==> config.mk <==
export PLATFORM = sky130hd
export DESIGN_NAME = dir_listing_name_cache
export DESIGN_NICKNAME = d
export VERILOG_FILES = /design/src/rtl/core/dlnc_pkg.sv /design/src/rtl/core/dlnc_ram.sv /design/src/rtl/core/dlnc_parser.sv /design/src/rtl/core/dir_listing_name_cache.sv
export SDC_FILE = /design/constraint.sdc
export NUM_CORES = 1
export LEC_CHECK = 0
export BUFFER_PORTS_ARGS = -buffer_cell sky130_fd_sc_hd__buf_2
export CAP_MARGIN = 20
export CORE_MARGIN = 1
export CORE_UTILIZATION = 40
export DETAILED_ROUTE_END_ITERATION = 10
export PLACE_DENSITY = 0.69
export SLEW_MARGIN = 20
export SYNTH_ARGS = -nofsm -noshare
export SYNTH_HDL_FRONTEND = slang
export SYNTH_SLANG_ARGS = --single-unit
==> constraint.sdc <==
create_clock -name clk_i -period 3.3 [get_ports clk_i]
set_input_delay 0.33 -clock clk_i [delete_from_list [all_inputs] [get_ports clk_i]]
set_output_delay 0.33 -clock clk_i [all_outputs]
set_load 0.01 [all_outputs]
==> src/rtl/core/dlnc_pkg.sv <==
// ----------------------------------------------------------------------------
// Directory listing name cache package
// Shared codes, default sizes, the line-end struct and the character fold.
// ----------------------------------------------------------------------------
package dlnc_pkg;

  localparam int DEF_LINE_CHARS  = 41;
  localparam int DEF_NAME_MAX    = 16;
  localparam int DEF_CACHE_BYTES = 509;

  localparam int IN_TDATA_W  = 16;
  localparam int OUT_TDATA_W = 32;

  localparam logic [1:0] CMD_START = 2'd0;
  localparam logic [1:0] CMD_BYTE  = 2'd1;
  localparam logic [1:0] CMD_END   = 2'd2;

  localparam logic [7:0] CH_QUOTE = 8'h22;
  localparam logic [7:0] CH_SPACE = 8'h20;
  localparam logic [7:0] CH_STAR  = 8'h2A;
  localparam logic [7:0] CH_N     = 8'h4E;
  localparam logic [7:0] CH_F     = 8'h46;

  typedef struct packed {
    logic active;
    logic fin;
    logic cand;
  } line_end_t;

  function automatic logic [7:0] fold(input logic [7:0] c);
    logic [7:0] r;
    r = c;
    if (r >= 8'h61 && r <= 8'h7A) begin
      r = r - 8'h20;
    end
    if (r >= 8'hC1 && r <= 8'hDA) begin
      r = r - 8'h80;
    end
    return r;
  endfunction

endpackage

==> src/rtl/core/dlnc_ram.sv <==
// ----------------------------------------------------------------------------
// Generic RAM
// One write port and one read port with registered read data.
// ----------------------------------------------------------------------------
module dlnc_ram #(
  parameter int WIDTH = 8,
  parameter int DEPTH = 16,
  localparam int AW = (DEPTH > 1) ? $clog2(DEPTH) : 1
) (
  input  logic             clk_i,
  input  logic             we_i,
  input  logic [AW-1:0]    waddr_i,
  input  logic [WIDTH-1:0] wdata_i,
  input  logic [AW-1:0]    raddr_i,
  output logic [WIDTH-1:0] rdata_o
);

  logic [WIDTH-1:0] mem_q [DEPTH];
  logic [WIDTH-1:0] rdata_q;

  always_ff @(posedge clk_i) begin
    if (we_i) begin
      mem_q[waddr_i] <= wdata_i;
    end
    rdata_q <= mem_q[raddr_i];
  end

  assign rdata_o = rdata_q;

endmodule

==> src/rtl/core/dlnc_parser.sv <==
// ----------------------------------------------------------------------------
// Directory line parser
// Tracks link, block count and text of each line and captures the quoted
// name and its type.
// ----------------------------------------------------------------------------
module dlnc_parser
  import dlnc_pkg::*;
#(
  parameter int LINE_CHARS = DEF_LINE_CHARS,
  parameter int NAME_MAX   = DEF_NAME_MAX,
  localparam int LEN_W = $clog2(NAME_MAX + 2),
  localparam int CHR_W = (NAME_MAX > 1) ? $clog2(NAME_MAX) : 1
) (
  input  logic             clk_i,
  input  logic             rst_ni,
  input  logic             acc_i,
  input  logic [1:0]       cmd_i,
  input  logic [7:0]       byte_i,
  output line_end_t        end_o,
  output logic [LEN_W-1:0] name_len_o,
  output logic             nwr_en_o,
  output logic [CHR_W-1:0] nwr_addr_o,
  output logic [7:0]       nwr_data_o
);

  localparam int TL_W = $clog2(LINE_CHARS + 1);

  localparam logic [2:0] PH_IDLE    = 3'd0;
  localparam logic [2:0] PH_LINK_LO = 3'd1;
  localparam logic [2:0] PH_LINK_HI = 3'd2;
  localparam logic [2:0] PH_BLK_LO  = 3'd3;
  localparam logic [2:0] PH_BLK_HI  = 3'd4;
  localparam logic [2:0] PH_TEXT    = 3'd5;
  localparam logic [2:0] PH_DONE    = 3'd6;

  localparam logic [2:0] Q_NONE  = 3'd0;
  localparam logic [2:0] Q_NAME  = 3'd1;
  localparam logic [2:0] Q_SPACE = 3'd2;
  localparam logic [2:0] Q_STAR  = 3'd3;
  localparam logic [2:0] Q_TYPE1 = 3'd4;
  localparam logic [2:0] Q_REST  = 3'd5;

  logic [2:0]       phase_q, phase_d;
  logic             first_q, first_d;
  logic [7:0]       link_q, link_d;
  logic [TL_W-1:0]  tlen_q, tlen_d;
  logic [2:0]       qp_q, qp_d;
  logic [LEN_W-1:0] nlen_q, nlen_d;
  logic [7:0]       t0_q, t0_d;
  logic [7:0]       t1_q, t1_d;
  logic             clear_line;
  logic             feed;

  always_comb begin
    phase_d    = phase_q;
    first_d    = first_q;
    link_d     = link_q;
    tlen_d     = tlen_q;
    qp_d       = qp_q;
    nlen_d     = nlen_q;
    t0_d       = t0_q;
    t1_d       = t1_q;
    clear_line = 1'b0;
    feed       = 1'b0;
    end_o.active = (phase_q != PH_IDLE);
    end_o.fin    = 1'b0;
    end_o.cand   = !first_q && (qp_q >= Q_SPACE) &&
                   !((fold(t0_q) == CH_N) && (fold(t1_q) == CH_F));
    nwr_en_o   = 1'b0;
    nwr_addr_o = nlen_q[CHR_W-1:0];
    nwr_data_o = byte_i;

    if (acc_i) begin
      unique case (cmd_i)
        CMD_START: begin
          phase_d    = PH_LINK_LO;
          first_d    = 1'b1;
          link_d     = 8'd0;
          clear_line = 1'b1;
        end
        CMD_BYTE: begin
          unique case (phase_q)
            PH_LINK_LO: begin
              link_d  = byte_i;
              phase_d = PH_LINK_HI;
            end
            PH_LINK_HI: begin
              phase_d = (link_q == 8'd0 && byte_i == 8'd0) ? PH_DONE : PH_BLK_LO;
            end
            PH_BLK_LO: begin
              phase_d = PH_BLK_HI;
            end
            PH_BLK_HI: begin
              clear_line = 1'b1;
              phase_d    = PH_TEXT;
            end
            PH_TEXT: begin
              if (byte_i == 8'd0) begin
                end_o.fin  = 1'b1;
                first_d    = 1'b0;
                clear_line = 1'b1;
                phase_d    = PH_LINK_LO;
              end else if (tlen_q < TL_W'(LINE_CHARS)) begin
                tlen_d = tlen_q + TL_W'(1);
                feed   = 1'b1;
              end
            end
            default: begin
            end
          endcase
        end
        CMD_END: begin
          if (phase_q != PH_IDLE) begin
            if (phase_q == PH_TEXT) begin
              end_o.fin  = 1'b1;
              first_d    = 1'b0;
              clear_line = 1'b1;
            end
            phase_d = PH_IDLE;
          end
        end
        default: begin
        end
      endcase
    end

    if (feed) begin
      unique case (qp_q)
        Q_NONE: begin
          if (byte_i == CH_QUOTE) begin
            qp_d = Q_NAME;
          end
        end
        Q_NAME: begin
          if (byte_i == CH_QUOTE) begin
            qp_d = Q_SPACE;
          end else begin
            if (nlen_q < LEN_W'(NAME_MAX)) begin
              nwr_en_o = 1'b1;
            end
            if (nlen_q <= LEN_W'(NAME_MAX)) begin
              nlen_d = nlen_q + LEN_W'(1);
            end
          end
        end
        Q_SPACE: begin
          if (byte_i == CH_STAR) begin
            qp_d = Q_STAR;
          end else if (byte_i != CH_SPACE) begin
            t0_d = byte_i;
            qp_d = Q_TYPE1;
          end
        end
        Q_STAR: begin
          t0_d = byte_i;
          qp_d = Q_TYPE1;
        end
        Q_TYPE1: begin
          t1_d = byte_i;
          qp_d = Q_REST;
        end
        default: begin
        end
      endcase
    end

    if (clear_line) begin
      tlen_d = '0;
      qp_d   = Q_NONE;
      nlen_d = '0;
      t0_d   = 8'd0;
      t1_d   = 8'd0;
    end
  end

  always_ff @(posedge clk_i or negedge rst_ni) begin
    if (!rst_ni) begin
      phase_q <= PH_IDLE;
      first_q <= 1'b1;
      link_q  <= 8'd0;
      tlen_q  <= '0;
      qp_q    <= Q_NONE;
      nlen_q  <= '0;
      t0_q    <= 8'd0;
      t1_q    <= 8'd0;
    end else begin
      phase_q <= phase_d;
      first_q <= first_d;
      link_q  <= link_d;
      tlen_q  <= tlen_d;
      qp_q    <= qp_d;
      nlen_q  <= nlen_d;
      t0_q    <= t0_d;
      t1_q    <= t1_d;
    end
  end

  assign name_len_o = nlen_q;

  a_len_sat: assert property (@(posedge clk_i) disable iff (!rst_ni)
    nlen_q <= LEN_W'(NAME_MAX + 1))
    else $error("name length passed its saturation value");

  a_text_cap: assert property (@(posedge clk_i) disable iff (!rst_ni)
    tlen_q <= TL_W'(LINE_CHARS))
    else $error("text length passed the line limit");

  a_name_wr: assert property (@(posedge clk_i) disable iff (!rst_ni)
    nwr_en_o |-> (qp_q == Q_NAME) && (phase_q == PH_TEXT))
    else $error("name buffer written outside a quoted name");

endmodule

==> src/rtl/core/dir_listing_name_cache.sv <==
// ----------------------------------------------------------------------------
// Directory listing name cache
// Parses a directory byte stream and writes each kept file name to a packed
// cache as a length byte followed by its upper-folded characters.
//
//   channel  dir  handshake                 payload
//   s_axis   in   s_axis_tvalid/tready      tuser: cmd; tdata: byte, error
//   m_axis   out  m_axis_tvalid/tready      tuser: write flag; tdata: result
//
// An item that writes nothing gives only the status result. An item that ends
// a kept name gives a cache write for the length byte and one per character,
// then the status result, as a single sequencer drives the output register
// and reads the name buffer one character a cycle unless the output stalls.
// Reset clears the parser and the cache counters; the name buffer is not
// cleared. A stalled output holds the sequencer in place.
// ----------------------------------------------------------------------------
module dir_listing_name_cache
  import dlnc_pkg::*;
#(
  parameter int LINE_CHARS  = DEF_LINE_CHARS,
  parameter int NAME_MAX    = DEF_NAME_MAX,
  parameter int CACHE_BYTES = DEF_CACHE_BYTES
) (
  input  logic                   clk_i,
  input  logic                   rst_ni,
  input  logic                   s_axis_tvalid,
  output logic                   s_axis_tready,
  input  logic [IN_TDATA_W-1:0]  s_axis_tdata,  // data_byte[7:0], read_error[8]
  input  logic [1:0]             s_axis_tuser,  // cmd[1:0]
  output logic                   m_axis_tvalid,
  input  logic                   m_axis_tready,
  output logic [OUT_TDATA_W-1:0] m_axis_tdata,  // cache_addr[8:0], cache_data[16:9],
                                                // name_count[24:17], cache_valid[25]
  output logic                   m_axis_tuser,  // write_enable
  output logic                   m_axis_tlast   // last
);

  localparam int LEN_W = $clog2(NAME_MAX + 2);
  localparam int CHR_W = (NAME_MAX > 1) ? $clog2(NAME_MAX) : 1;
  localparam int OFF_W = ($clog2(CACHE_BYTES) > 9) ? $clog2(CACHE_BYTES) : 9;
  localparam int SUM_W = OFF_W + 1;

  localparam logic [1:0] SQ_IDLE   = 2'd0;
  localparam logic [1:0] SQ_EMIT   = 2'd1;
  localparam logic [1:0] SQ_STATUS = 2'd2;

  logic [1:0]       seq_q, seq_d;
  logic [OFF_W-1:0] off_q, off_d;
  logic [7:0]       names_q, names_d;
  logic             valid_q, valid_d;
  logic [LEN_W-1:0] len_q, len_d;
  logic [LEN_W-1:0] chr_q, chr_d;
  logic             len_done_q, len_done_d;

  logic             mv_q, mv_d;
  logic             owe_q, owe_d;
  logic [8:0]       oaddr_q, oaddr_d;
  logic [7:0]       odata_q, odata_d;
  logic [7:0]       ocount_q, ocount_d;
  logic             ovalid_q, ovalid_d;
  logic             olast_q, olast_d;

  logic             acc;
  logic             fire;
  logic             keep;
  line_end_t        le;
  logic [LEN_W-1:0] name_len;
  logic             nwr_en;
  logic [CHR_W-1:0] nwr_addr;
  logic [7:0]       nwr_data;
  logic [7:0]       rdata;

  assign s_axis_tready = (seq_q == SQ_IDLE);
  assign acc  = s_axis_tvalid && s_axis_tready;
  assign fire = !mv_q || m_axis_tready;

  dlnc_parser #(
    .LINE_CHARS(LINE_CHARS),
    .NAME_MAX  (NAME_MAX)
  ) u_parser (
    .clk_i     (clk_i),
    .rst_ni    (rst_ni),
    .acc_i     (acc),
    .cmd_i     (s_axis_tuser),
    .byte_i    (s_axis_tdata[7:0]),
    .end_o     (le),
    .name_len_o(name_len),
    .nwr_en_o  (nwr_en),
    .nwr_addr_o(nwr_addr),
    .nwr_data_o(nwr_data)
  );

  dlnc_ram #(
    .WIDTH(8),
    .DEPTH(NAME_MAX)
  ) u_name_ram (
    .clk_i  (clk_i),
    .we_i   (nwr_en),
    .waddr_i(nwr_addr),
    .wdata_i(nwr_data),
    .raddr_i(chr_d[CHR_W-1:0]),
    .rdata_o(rdata)
  );

  assign keep = le.fin && le.cand && (name_len != '0) &&
                (name_len <= LEN_W'(NAME_MAX)) &&
                (({1'b0, off_q} + SUM_W'(name_len)) < SUM_W'(CACHE_BYTES)) &&
                (names_q != 8'hFF);

  always_comb begin
    seq_d      = seq_q;
    off_d      = off_q;
    names_d    = names_q;
    valid_d    = valid_q;
    len_d      = len_q;
    chr_d      = chr_q;
    len_done_d = len_done_q;
    mv_d       = mv_q && !m_axis_tready;
    owe_d      = owe_q;
    oaddr_d    = oaddr_q;
    odata_d    = odata_q;
    ocount_d   = ocount_q;
    ovalid_d   = ovalid_q;
    olast_d    = olast_q;

    unique case (seq_q)
      SQ_IDLE: begin
        if (acc) begin
          unique case (s_axis_tuser)
            CMD_START: begin
              off_d   = '0;
              names_d = 8'd0;
              valid_d = 1'b0;
            end
            CMD_END: begin
              if (le.active && !s_axis_tdata[8]) begin
                valid_d = 1'b1;
              end
            end
            default: begin
            end
          endcase
          if (keep) begin
            names_d    = names_q + 8'd1;
            len_d      = name_len;
            chr_d      = '0;
            len_done_d = 1'b0;
            seq_d      = SQ_EMIT;
          end else begin
            seq_d = SQ_STATUS;
          end
        end
      end
      SQ_EMIT: begin
        if (fire) begin
          mv_d     = 1'b1;
          owe_d    = 1'b1;
          oaddr_d  = off_q[8:0];
          ocount_d = names_q;
          ovalid_d = valid_q;
          olast_d  = 1'b0;
          off_d    = off_q + OFF_W'(1);
          if (!len_done_q) begin
            odata_d    = 8'(len_q);
            len_done_d = 1'b1;
          end else begin
            odata_d = fold(rdata);
            if (chr_q == len_q - LEN_W'(1)) begin
              seq_d = SQ_STATUS;
            end else begin
              chr_d = chr_q + LEN_W'(1);
            end
          end
        end
      end
      SQ_STATUS: begin
        if (fire) begin
          mv_d     = 1'b1;
          owe_d    = 1'b0;
          oaddr_d  = off_q[8:0];
          odata_d  = 8'd0;
          ocount_d = names_q;
          ovalid_d = valid_q;
          olast_d  = 1'b1;
          seq_d    = SQ_IDLE;
        end
      end
      default: begin
        seq_d = SQ_IDLE;
      end
    endcase
  end

  always_ff @(posedge clk_i or negedge rst_ni) begin
    if (!rst_ni) begin
      seq_q      <= SQ_IDLE;
      off_q      <= '0;
      names_q    <= 8'd0;
      valid_q    <= 1'b0;
      len_q      <= '0;
      chr_q      <= '0;
      len_done_q <= 1'b0;
      mv_q       <= 1'b0;
    end else begin
      seq_q      <= seq_d;
      off_q      <= off_d;
      names_q    <= names_d;
      valid_q    <= valid_d;
      len_q      <= len_d;
      chr_q      <= chr_d;
      len_done_q <= len_done_d;
      mv_q       <= mv_d;
    end
  end

  always_ff @(posedge clk_i) begin
    owe_q    <= owe_d;
    oaddr_q  <= oaddr_d;
    odata_q  <= odata_d;
    ocount_q <= ocount_d;
    ovalid_q <= ovalid_d;
    olast_q  <= olast_d;
  end

  assign m_axis_tvalid = mv_q;
  assign m_axis_tuser  = owe_q;
  assign m_axis_tlast  = olast_q;
  assign m_axis_tdata  = {6'd0, ovalid_q, ocount_q, odata_q, oaddr_q};

  a_keep_emit: assert property (@(posedge clk_i) disable iff (!rst_ni)
    (acc && keep) |=> (seq_q == SQ_EMIT) && (len_q != '0))
    else $error("kept name did not start the write sequence");

  a_off_range: assert property (@(posedge clk_i) disable iff (!rst_ni)
    (seq_q == SQ_EMIT) |-> (off_q < OFF_W'(CACHE_BYTES)))
    else $error("cache offset left the cache during a write");

  a_chr_range: assert property (@(posedge clk_i) disable iff (!rst_ni)
    (seq_q == SQ_EMIT) |-> (chr_q < len_q))
    else $error("character index passed the name length");

  a_names_step: assert property (@(posedge clk_i) disable iff (!rst_ni)
    (names_q != $past(names_q)) |->
      (names_q == $past(names_q) + 8'd1) || (names_q == 8'd0))
    else $error("name count changed by more than one");

  a_write_not_last: assert property (@(posedge clk_i) disable iff (!rst_ni)
    (mv_q && owe_q) |-> !olast_q)
    else $error("cache write marked as the final result");

endmodule
==> summary.md, run 1 <==
| Metric | Value |
|---|---|
| IO Pins | between 50 and 60 |
| Leakage | about 5.3 nW |
| Die X | ~170 µm |
| R2R depth | 13 |
| Netlist Area Pre-Place | between 0.01 and 0.015 mm² |
| Crit. End Element | register |
| Pin count of the biggest net entering global routing | 75 |
| RR Endpoint | u_name_ram.rdata_o[0] |
| PnR worst setup slack | 0.0939 ns |
| CTS Buf Count | 25 |
| Die Y | 167 µm |
| Largest area contributor in the netlist | edfxtp_1 |
| WL/cell | about 18 µm |
| Routability cong. | around 0.84 |
| Placeable Area | about 0.026 mm² |
| Area added between synthesis and finish | 18.8% |
| R2R setup slack | 0.09 ns |
| Slew Limit Fails | 0 |
| Synth Area in Adders | roughly 3.4% |
| Top post-synthesis cells by area | edfxtp_1 43%, dfrtp_1 17%, mux2i_1 5.3% |
| 1st-iter DRT viols | roughly 630 |
| Share of cells above drive strength 1 | between 20% and 30% |
| Worst Path Max Fanout | 11 |
| CP max-delay cell | fa_1 |
| Mapped Cells | just under 900 |
| Worst Tran Pin Value | 0.714 ns |
| Initial antenna violation count | 0 |
| Cell family with most CP delay | simple AND/OR/NAND/NOR gates |
| Max Fclk | 0.312 GHz |
| Slew margin rel. | between 50% and 60% |
| Pwr dens | 600 mW/mm² |
| Port Buffer Count | 44 |
| Clk_lat worst skew | around 0.52 ns |
| GRT Overall Usage | roughly 17% |
| Final #Nets | between 1k and 1.5k |
| Yosys cell types | ~80 |
| Worst Setup Start Kind | register |
| Most numerous cell in the Yosys netlist | edfxtp_1 |
| Vias | ~7.3k |
| Fin crit share | between 90% and 100% |
| Post-synthesis mux area share | just over 6% |
| Yosys reg bits | between 200 and 250 |
| Setup Skew | between 0.015 and 0.02 ns |
| Synth warnings | 0 |
| Setup Viol. Count Final | 0 |
| Clk sink count | between 200 and 250 |
| Post-synth top area share | around 43% |
| Antenna viol nets, final | 0 |
| Async set-reset flop share out of synthesis | between 30% and 40% |
| CP Data Arrival Time | approximately 3.6 ns |
| Reg2reg start | u_parser.name_len_o[0] |
| Dpl hpwl | between 15000 and 20000 µm |
| Pre-CTS setup slack | -0.0608 ns |
| CP cell instances | ha_2 -> fa_1 -> o2111ai_2 -> nor4_4 -> a311oi_2 -> nand4_2 -> nand3_2 -> and2_4 -> buf_12 -> buf_6 -> buf_4 -> a211o_1 -> a22o_1 |
| Worst path max stage delay | about 0.51 ns |
| Routed WL | 24100 µm |
| Post-synthesis simple-gate area fraction | around 12% |
| Setup tns final | 0 ns |
| Top cells by count, synth | 156 x edfxtp_1, 75 x nor2_1, 73 x dfrtp_1 |
| # diodes | 0 |
| CTS tree | done |
| Data required, critical path | 3.71 ns |
| CTS H-tree lvls | 1 |
| Pre-Repair DR Iteration Count | 5 |
| DRC Markers | 0 |
| FP Rows | 59 |
| Die ar. | between 0.02 and 0.03 mm² |
| Longest Clk Path Bufs | 3 |
| First-pass GRT wire length | between 30000 and 40000 µm |
| Buffer and inverter count on the worst path | 3 |
| Clock root cell | clkbuf_16 |
| Number of synthesized flops with an enable pin | ~160 |
| Overflow after GRT | 0 |
| Hold endpoint | valid_q |
| Outcome | finished, final reports clean |
| # Max-Cap Violations | 0 |
| Post-Synth XOR/XNOR Area | under 10% |
| Seq/Total Area, Yosys | roughly three fifths |
| Initial Util | 41.1% |
| Max VDD drop | around 0.00035 V |
| Hold Vio Cnt, Final | 0 |
| Worst hold start | s_axis_tdata[8] |
| Tmin final | 3.21 ns |
| Largest family of logic cells by synthesized area | simple AND/OR/NAND/NOR gates |
| Worst hold path cell count | 4 |
| Reg clk slew, reported paths | 0.06 ns |
| Vias in the first global route | ~7.3k |
| Class of the most critical setup path | reg2reg |
| Vias/cell | approximately 5.5 |
| Worst hold-check path type | in2reg |
| Mean post-synth cell area | 12.4 µm² |
| Primary FF master, synth | edfxtp_1 |
| Overall Power | slightly below 8 mW |
| Synth Area in Compound Gates | 11.4% |
==> cell families after synthesis <==
group | after synthesis
muxes | 65
DFF | 238
AOI/OAI and AO/OA | 176
and+or+nand+nor | 271
adders and majority gates | 29
other | 1
buffers and inverters | 75
xor gates and xnor gates | 20
==> per-stage QoR <==
step	std cells	utilization [%]	area [µm²]	hold WS [ns]
detailed placement	1289	45.0	11900	0.470
global placement	1289	45.0	11900	0.466
floorplan	880	-	10900	0.0344
finish	1339	48.9	12900	0.164
global route	1339	48.9	12900	0.162
CTS	1335	48.3	12700	0.00950
==> final cells by class <==
type                       count  area, µm²
clock buffer                  35        713
inverter                      35        136
timing repair buffer         118        821
multi-input combinational    567       3960
tap                          335        419
sequential                   238       6700
clock inverter                11        135
fill                        2242      13500
==> metal layers <==
layer	vias to the layer above	GRT usage, %	share of wire [%]
met5	-	0	0
met4	0	6.48	2.6
met3	48	2.14	4.2
met2	174	29.5	49
met1	3624	22.8	44
li1	3476	-	-
==> worst max path at each step <==
stage                      startpoint                      to  slack [ns]  cells after the start
2_1_floorplan  u_parser.name_len_o[0]   u_name_ram.rdata_o[0]        0.04                     12
3_3_place_gp                 off_q[0]   u_name_ram.rdata_o[4]       -0.02                     12
3_5_place_dp                 off_q[0]   u_name_ram.rdata_o[0]       -0.06                     12
4_1_cts                      seq_q[1]  u_name_ram.mem_q[7][0]        0.01                      9
5_1_grt        u_parser.name_len_o[0]   u_name_ram.rdata_o[0]       -0.01                     13
6_report       u_parser.name_len_o[0]   u_name_ram.rdata_o[0]        0.09                     13
==> power breakdown <==
group | internal (mW) | leakage [nW] | total, mW | switching (mW)
sequential | 3.50 | 2.51 | 3.67 | 0.165
combinational | 0.477 | 2.42 | 1.19 | 0.714
clock | 1.74 | 0.420 | 2.87 | 1.13
==> worst reg2reg max path, delay by kind of cell (launching register included) <==
family	cells	cell delay [ns]
AND/OR/NAND/NOR	4	0.84
AO/OA/AOI/OAI	4	0.77
adder cells (fa/ha/maj)	2	0.71
buffers and inverters	3	0.41
flip-flops	1	0.38
==> cells in the final DEF (no fill, tap or decap), types with 6 or more instances in the layout <==
master and n:
nand2_1 71, buf_2 43, inv_1 31, clkbuf_16 25, nand4_1 10, a21oi_1 27
a211o_1 22, mux2i_1 53, edfxtp_1 156, xor2_1 8, buf_4 68, a211oi_1 20
nor2_1 64, ha_1 25, nor3_1 19, dfxtp_1 8, and3_1 20, dfrtp_1 73
conb_1 6, nand3_1 23, xnor2_1 11, o21ai_0 42, nand2b_1 8, nor2b_1 6
nor2_2 11
==> state kept, by name, indices dropped and copies added, names as in the netlist, 2 cells and up <==
| name | flops |
|---|---|
| u_parser.name_len_o | 5 |
| u_name_ram.rdata_o | 8 |
| ocount_q | 8 |
| len_q | 5 |
| u_name_ram.mem_q | 128 |
| oaddr_q | 9 |
| u_parser.tlen_q | 6 |
| u_parser.link_q | 8 |
| names_q | 8 |
| seq_q | 2 |
| chr_q | 5 |
| u_parser.t0_q | 8 |
| u_parser.t1_q | 8 |
| odata_q | 8 |
| u_parser.qp_q | 3 |
| off_q | 9 |
| u_parser.phase_q | 3 |
==> repair_timing <==
item,4_1_cts,5_1_grt
endpoints found under the hold margin,0,73
endpoints found under the setup margin,10,88
buffers inserted,0,3
hold buffers,0,1
pin swaps,1,9
resized for setup,4,31
Power figures use the tool's default switching activity.
==> inputs of run 2 (changes only) <==
--- a/config.mk
+++ b/config.mk
@@ -5,6 +5,8 @@
 export SDC_FILE = /design/constraint.sdc
 export NUM_CORES = 1
 export LEC_CHECK = 0
+export ABC_AREA = 1
+export ABC_CLOCK_PERIOD_IN_PS = 3300
 export BUFFER_PORTS_ARGS = -buffer_cell sky130_fd_sc_hd__buf_2
 export CAP_MARGIN = 20
 export CORE_MARGIN = 1
==> run 2 against run 1 <==
Critical endpoint is now u_name_ram.rdata_o[5]. Highest routed layer unchanged. Area after synthesis up 7.3%. Sequential cell count unchanged. Worst setup slack gained 0.18 ns.
==> summary.md, run 2 <==
| Metric | Value |
|---|---|
| Outcome | finished, final reports clean |
| Data required, critical path | 3.72 ns (about the same) |
| Hold Vio Cnt, Final | 0 (unchanged) |
| Area added between synthesis and finish | 14.7% |
| Largest area contributor in the netlist | edfxtp_1 |
| Slew Limit Fails | 0 (unchanged) |
| Worst Path Max Fanout | 31 (+20) |
| Hold endpoint | valid_q |
| Worst hold-check path type | in2reg |
| Pre-Repair DR Iteration Count | 5 (unchanged) |
| Final Non-Filler Cells | 1708 (+28%) |
| Netlist Area Pre-Place | 0.0116 mm² (+7.3%) |
| Worst Setup Start Kind | register |
| Clock root cell | clkbuf_16 |
| Initial antenna violation count | 0 (unchanged) |
| Vias/cell | 5.05 (-7.7%) |
| Async set-reset flop share out of synthesis | 31.1% (unchanged) |
| Mapped Cells | 1232 (+41%) |
| CTS tree | done |
| Worst hold path cell count | 3 (-1) |
| Setup Viol. Count Final | 0 (unchanged) |
| Top post-synthesis cells by area | edfxtp_1 40%, dfrtp_1 16%, nand3_1 8.3% |
| Pwr dens | 804 mW/mm² (+34%) |
| Initial Util | 40.7% (-0.48 points) |
| Clk sink count | 238 (unchanged) |
| RSZ-0062 raised after global routing | no |
| Slew margin rel. | 34.3% (-18 points) |
| Yosys cell types | 50 (-37%) |
| Pin count of the biggest net entering global routing | 75 (unchanged) |
| Worst Tran Pin Value | 0.985 ns (+0.271 ns) |
| Most numerous cell in the Yosys netlist | nand2_1 |
| Share of cells above drive strength 1 | 11.9% (-9.3 points) |
| Max Fclk | 0.330 GHz (+5.8%) |
| Die X | 173 µm (+3.6%) |
| RR Endpoint | u_name_ram.rdata_o[5] |
| Yosys reg bits | 238 (unchanged) |
| Final Cell Area | 0.0133 mm² (+3.6%) |
| Routed WL | 25900 µm (+7.4%) |
| # diodes | 0 (unchanged) |
| Overflow after GRT | 0 (unchanged) |
| Die Y | 173 µm (+3.6%) |
| Dpl hpwl | 17300 µm (+5.6%) |
| Max FFs per register | 128 (unchanged) |
| Vias | 8617 (+18%) |
| Longest Clk Path Bufs | 3 (unchanged) |
| Synth warnings | 0 (unchanged) |
| DRC Markers | 0 (unchanged) |
| Max VDD drop | 0.000576 V (+64%) |
| Routability cong. | 0.843 (+0.36%) |
| Reg clk slew, reported paths | 0.06 ns (about the same) |
| CTS H-tree lvls | 1 (unchanged) |
| FP Rows | 62 (+5.1%) |
| Vias in the first global route | 8252 (+13%) |
| 1st-iter DRT viols | 636 (+1.3%) |
| Tmin final | 3.03 ns (-0.176 ns) |
| CTS Buf Count | 27 (+8.0%) |
| Pre-CTS setup slack | 0.274 ns (+0.335 ns) |
| WL/cell | 15.2 µm (-16%) |
| Class of the most critical setup path | reg2reg |
| Top cells by count, synth | 212 x nand2_1, 199 x inv_1, 192 x nand3_1 |
| Commonest non-fill, non-tap cell in the layout | nand2_1 |
| Worst hold start | s_axis_tvalid |
| Fin crit share | 91.8% (-5.3 points) |
| Number of synthesized flops with an enable pin | 156 (unchanged) |
| GRT Overall Usage | 17.6% (+0.20 points) |
| Primary FF master, synth | edfxtp_1 |
| Crit. End Element | register |
| Placed cell count | 1656 (+28%) |
| Most frequent cells in the layout | 211 x nand2_1, 199 x inv_1, 192 x nand3_1 |
| Clk_lat worst skew | 0.53 ns (about the same) |
| Mean post-synth cell area | 9.45 µm² (-24%) |
| PnR worst setup slack | 0.270 ns (+0.176 ns) |
| Final #Nets | 1355 (+31%) |
| # Max-Cap Violations | 0 (unchanged) |
| Setup tns final | 0 ns (unchanged) |
| Seq/Total Area, Yosys | 57.5% (-4.2 points) |
| R2R setup slack | 0.27 ns (+0.18 ns) |
| Overall Power | 10.7 mW (+39%) |
| IO Pins | 58 (unchanged) |
| CP Data Arrival Time | 3.45 ns (-0.16 ns) |
| R2R depth | 19 (+6) |
| Setup Skew | 0.0136 ns (-0.00274 ns) |
| Reg2reg start | off_q[0] |
| Leakage | 5.90 nW (+10%) |
| Post-synth top area share | 40.2% (-3.0 points) |
| Cell Area, Placed | 0.0124 mm² (+4.5%) |
| First-pass GRT wire length | 42300 µm (+10%) |
| Antenna viol nets, final | 0 (unchanged) |
| Top reg by flops | u_name_ram.mem_q |
| Port Buffer Count | 44 (unchanged) |
| Die ar. | 0.0298 mm² (+7.2%) |
| Regs by FF count | u_name_ram.mem_q (128), oaddr_q (9), off_q (9) |
| Placeable Area | 0.0286 mm² (+8.6%) |
run 2: how the worst max path moves through the flow:
stage / startpoint / endpoint / cells after the start
floorplan: off_q[0] / u_name_ram.rdata_o[6] / 20
global placement: off_q[0] / u_name_ram.rdata_o[0] / 18
detailed placement: off_q[0] / u_name_ram.rdata_o[0] / 18
CTS: off_q[0] / u_name_ram.rdata_o[0] / 18
global route: off_q[0] / u_name_ram.rdata_o[2] / 19
finish: off_q[0] / u_name_ram.rdata_o[5] / 19
run 2: cell families (layout without fill, tap and decap cells):
kind of cell	count (synthesis)	in the layout	synth area share (%)
DFF	238	238	57.5
muxes	1	1	0.0860
buffers and inverters	251	338	9.37
other	1	6	0.0322
adders and majority gates	30	30	3.29
xor gates and xnor gates	8	8	0.602
and+or+nand+nor	585	585	23.5
AOI/OAI and AO/OA	118	118	5.58
run 2: critical path: stages (launching register included):
cell and delay, ns:
dfrtp_2 0.44, ha_1 0.24, fa_1 0.44, nor2_1 0.11, nor2_1 0.05, nand2_1 0.06
nor2_1 0.04, nand4_1 0.10, nand3_2 0.10, nor2_4 0.15, nand2_4 0.10, nand2_2 0.07
nand3_2 0.12, nand2_2 0.15, buf_12 0.20, nand2_1 0.07, nand3_1 0.07, nand3_1 0.14
nand3_1 0.18, nand2_1 0.07
run 2: metal layers:
layer	GRT usage, %	part of all wire [%]	wire length [µm]
met3	2.35	5.9	1540
met4	6.81	2.7	689
met2	28.9	47	12300
met1	23.6	44	11400
met5	0	0	0
run 2: layout make-up:
| cell class | instances | area (µm²) |
|---|---|---|
| Clock buffer | 28 | 689 |
| Clock inverter | 22 | 219 |
| Fill cell | 2571 | 15300 |
| Inverter | 204 | 768 |
| Multi-Input combinational cell | 748 | 3880 |
| Sequential cell | 238 | 6700 |
| Tap cell | 384 | 480 |
| Timing Repair Buffer | 84 | 607 |
run 2: repair_timing:
item                                   4_1_cts  5_1_grt
setup endpoints to repair                    0        3
endpoints found under the hold margin       37        0
setup buffers                                0        0
hold buffers                                 2        0
resized for setup                            0        2
run 2: power breakdown:
group	leakage (nW)	switching, mW	internal [mW]
combinational	2.98	2.46	1.24
clock	0.444	1.19	1.83
sequential	2.47	0.321	3.69
total	5.90	3.97	6.76
run 2: metrics by stage:
step | hold WS (ns) | util (%)
2_1_floorplan | 0.0344 | -
3_3_place_gp | 0.448 | 43.3
3_5_place_dp | 0.449 | 43.3
4_1_cts | 0.146 | 46.6
5_1_grt | 0.176 | 46.6
6_report | 0.174 | 46.6
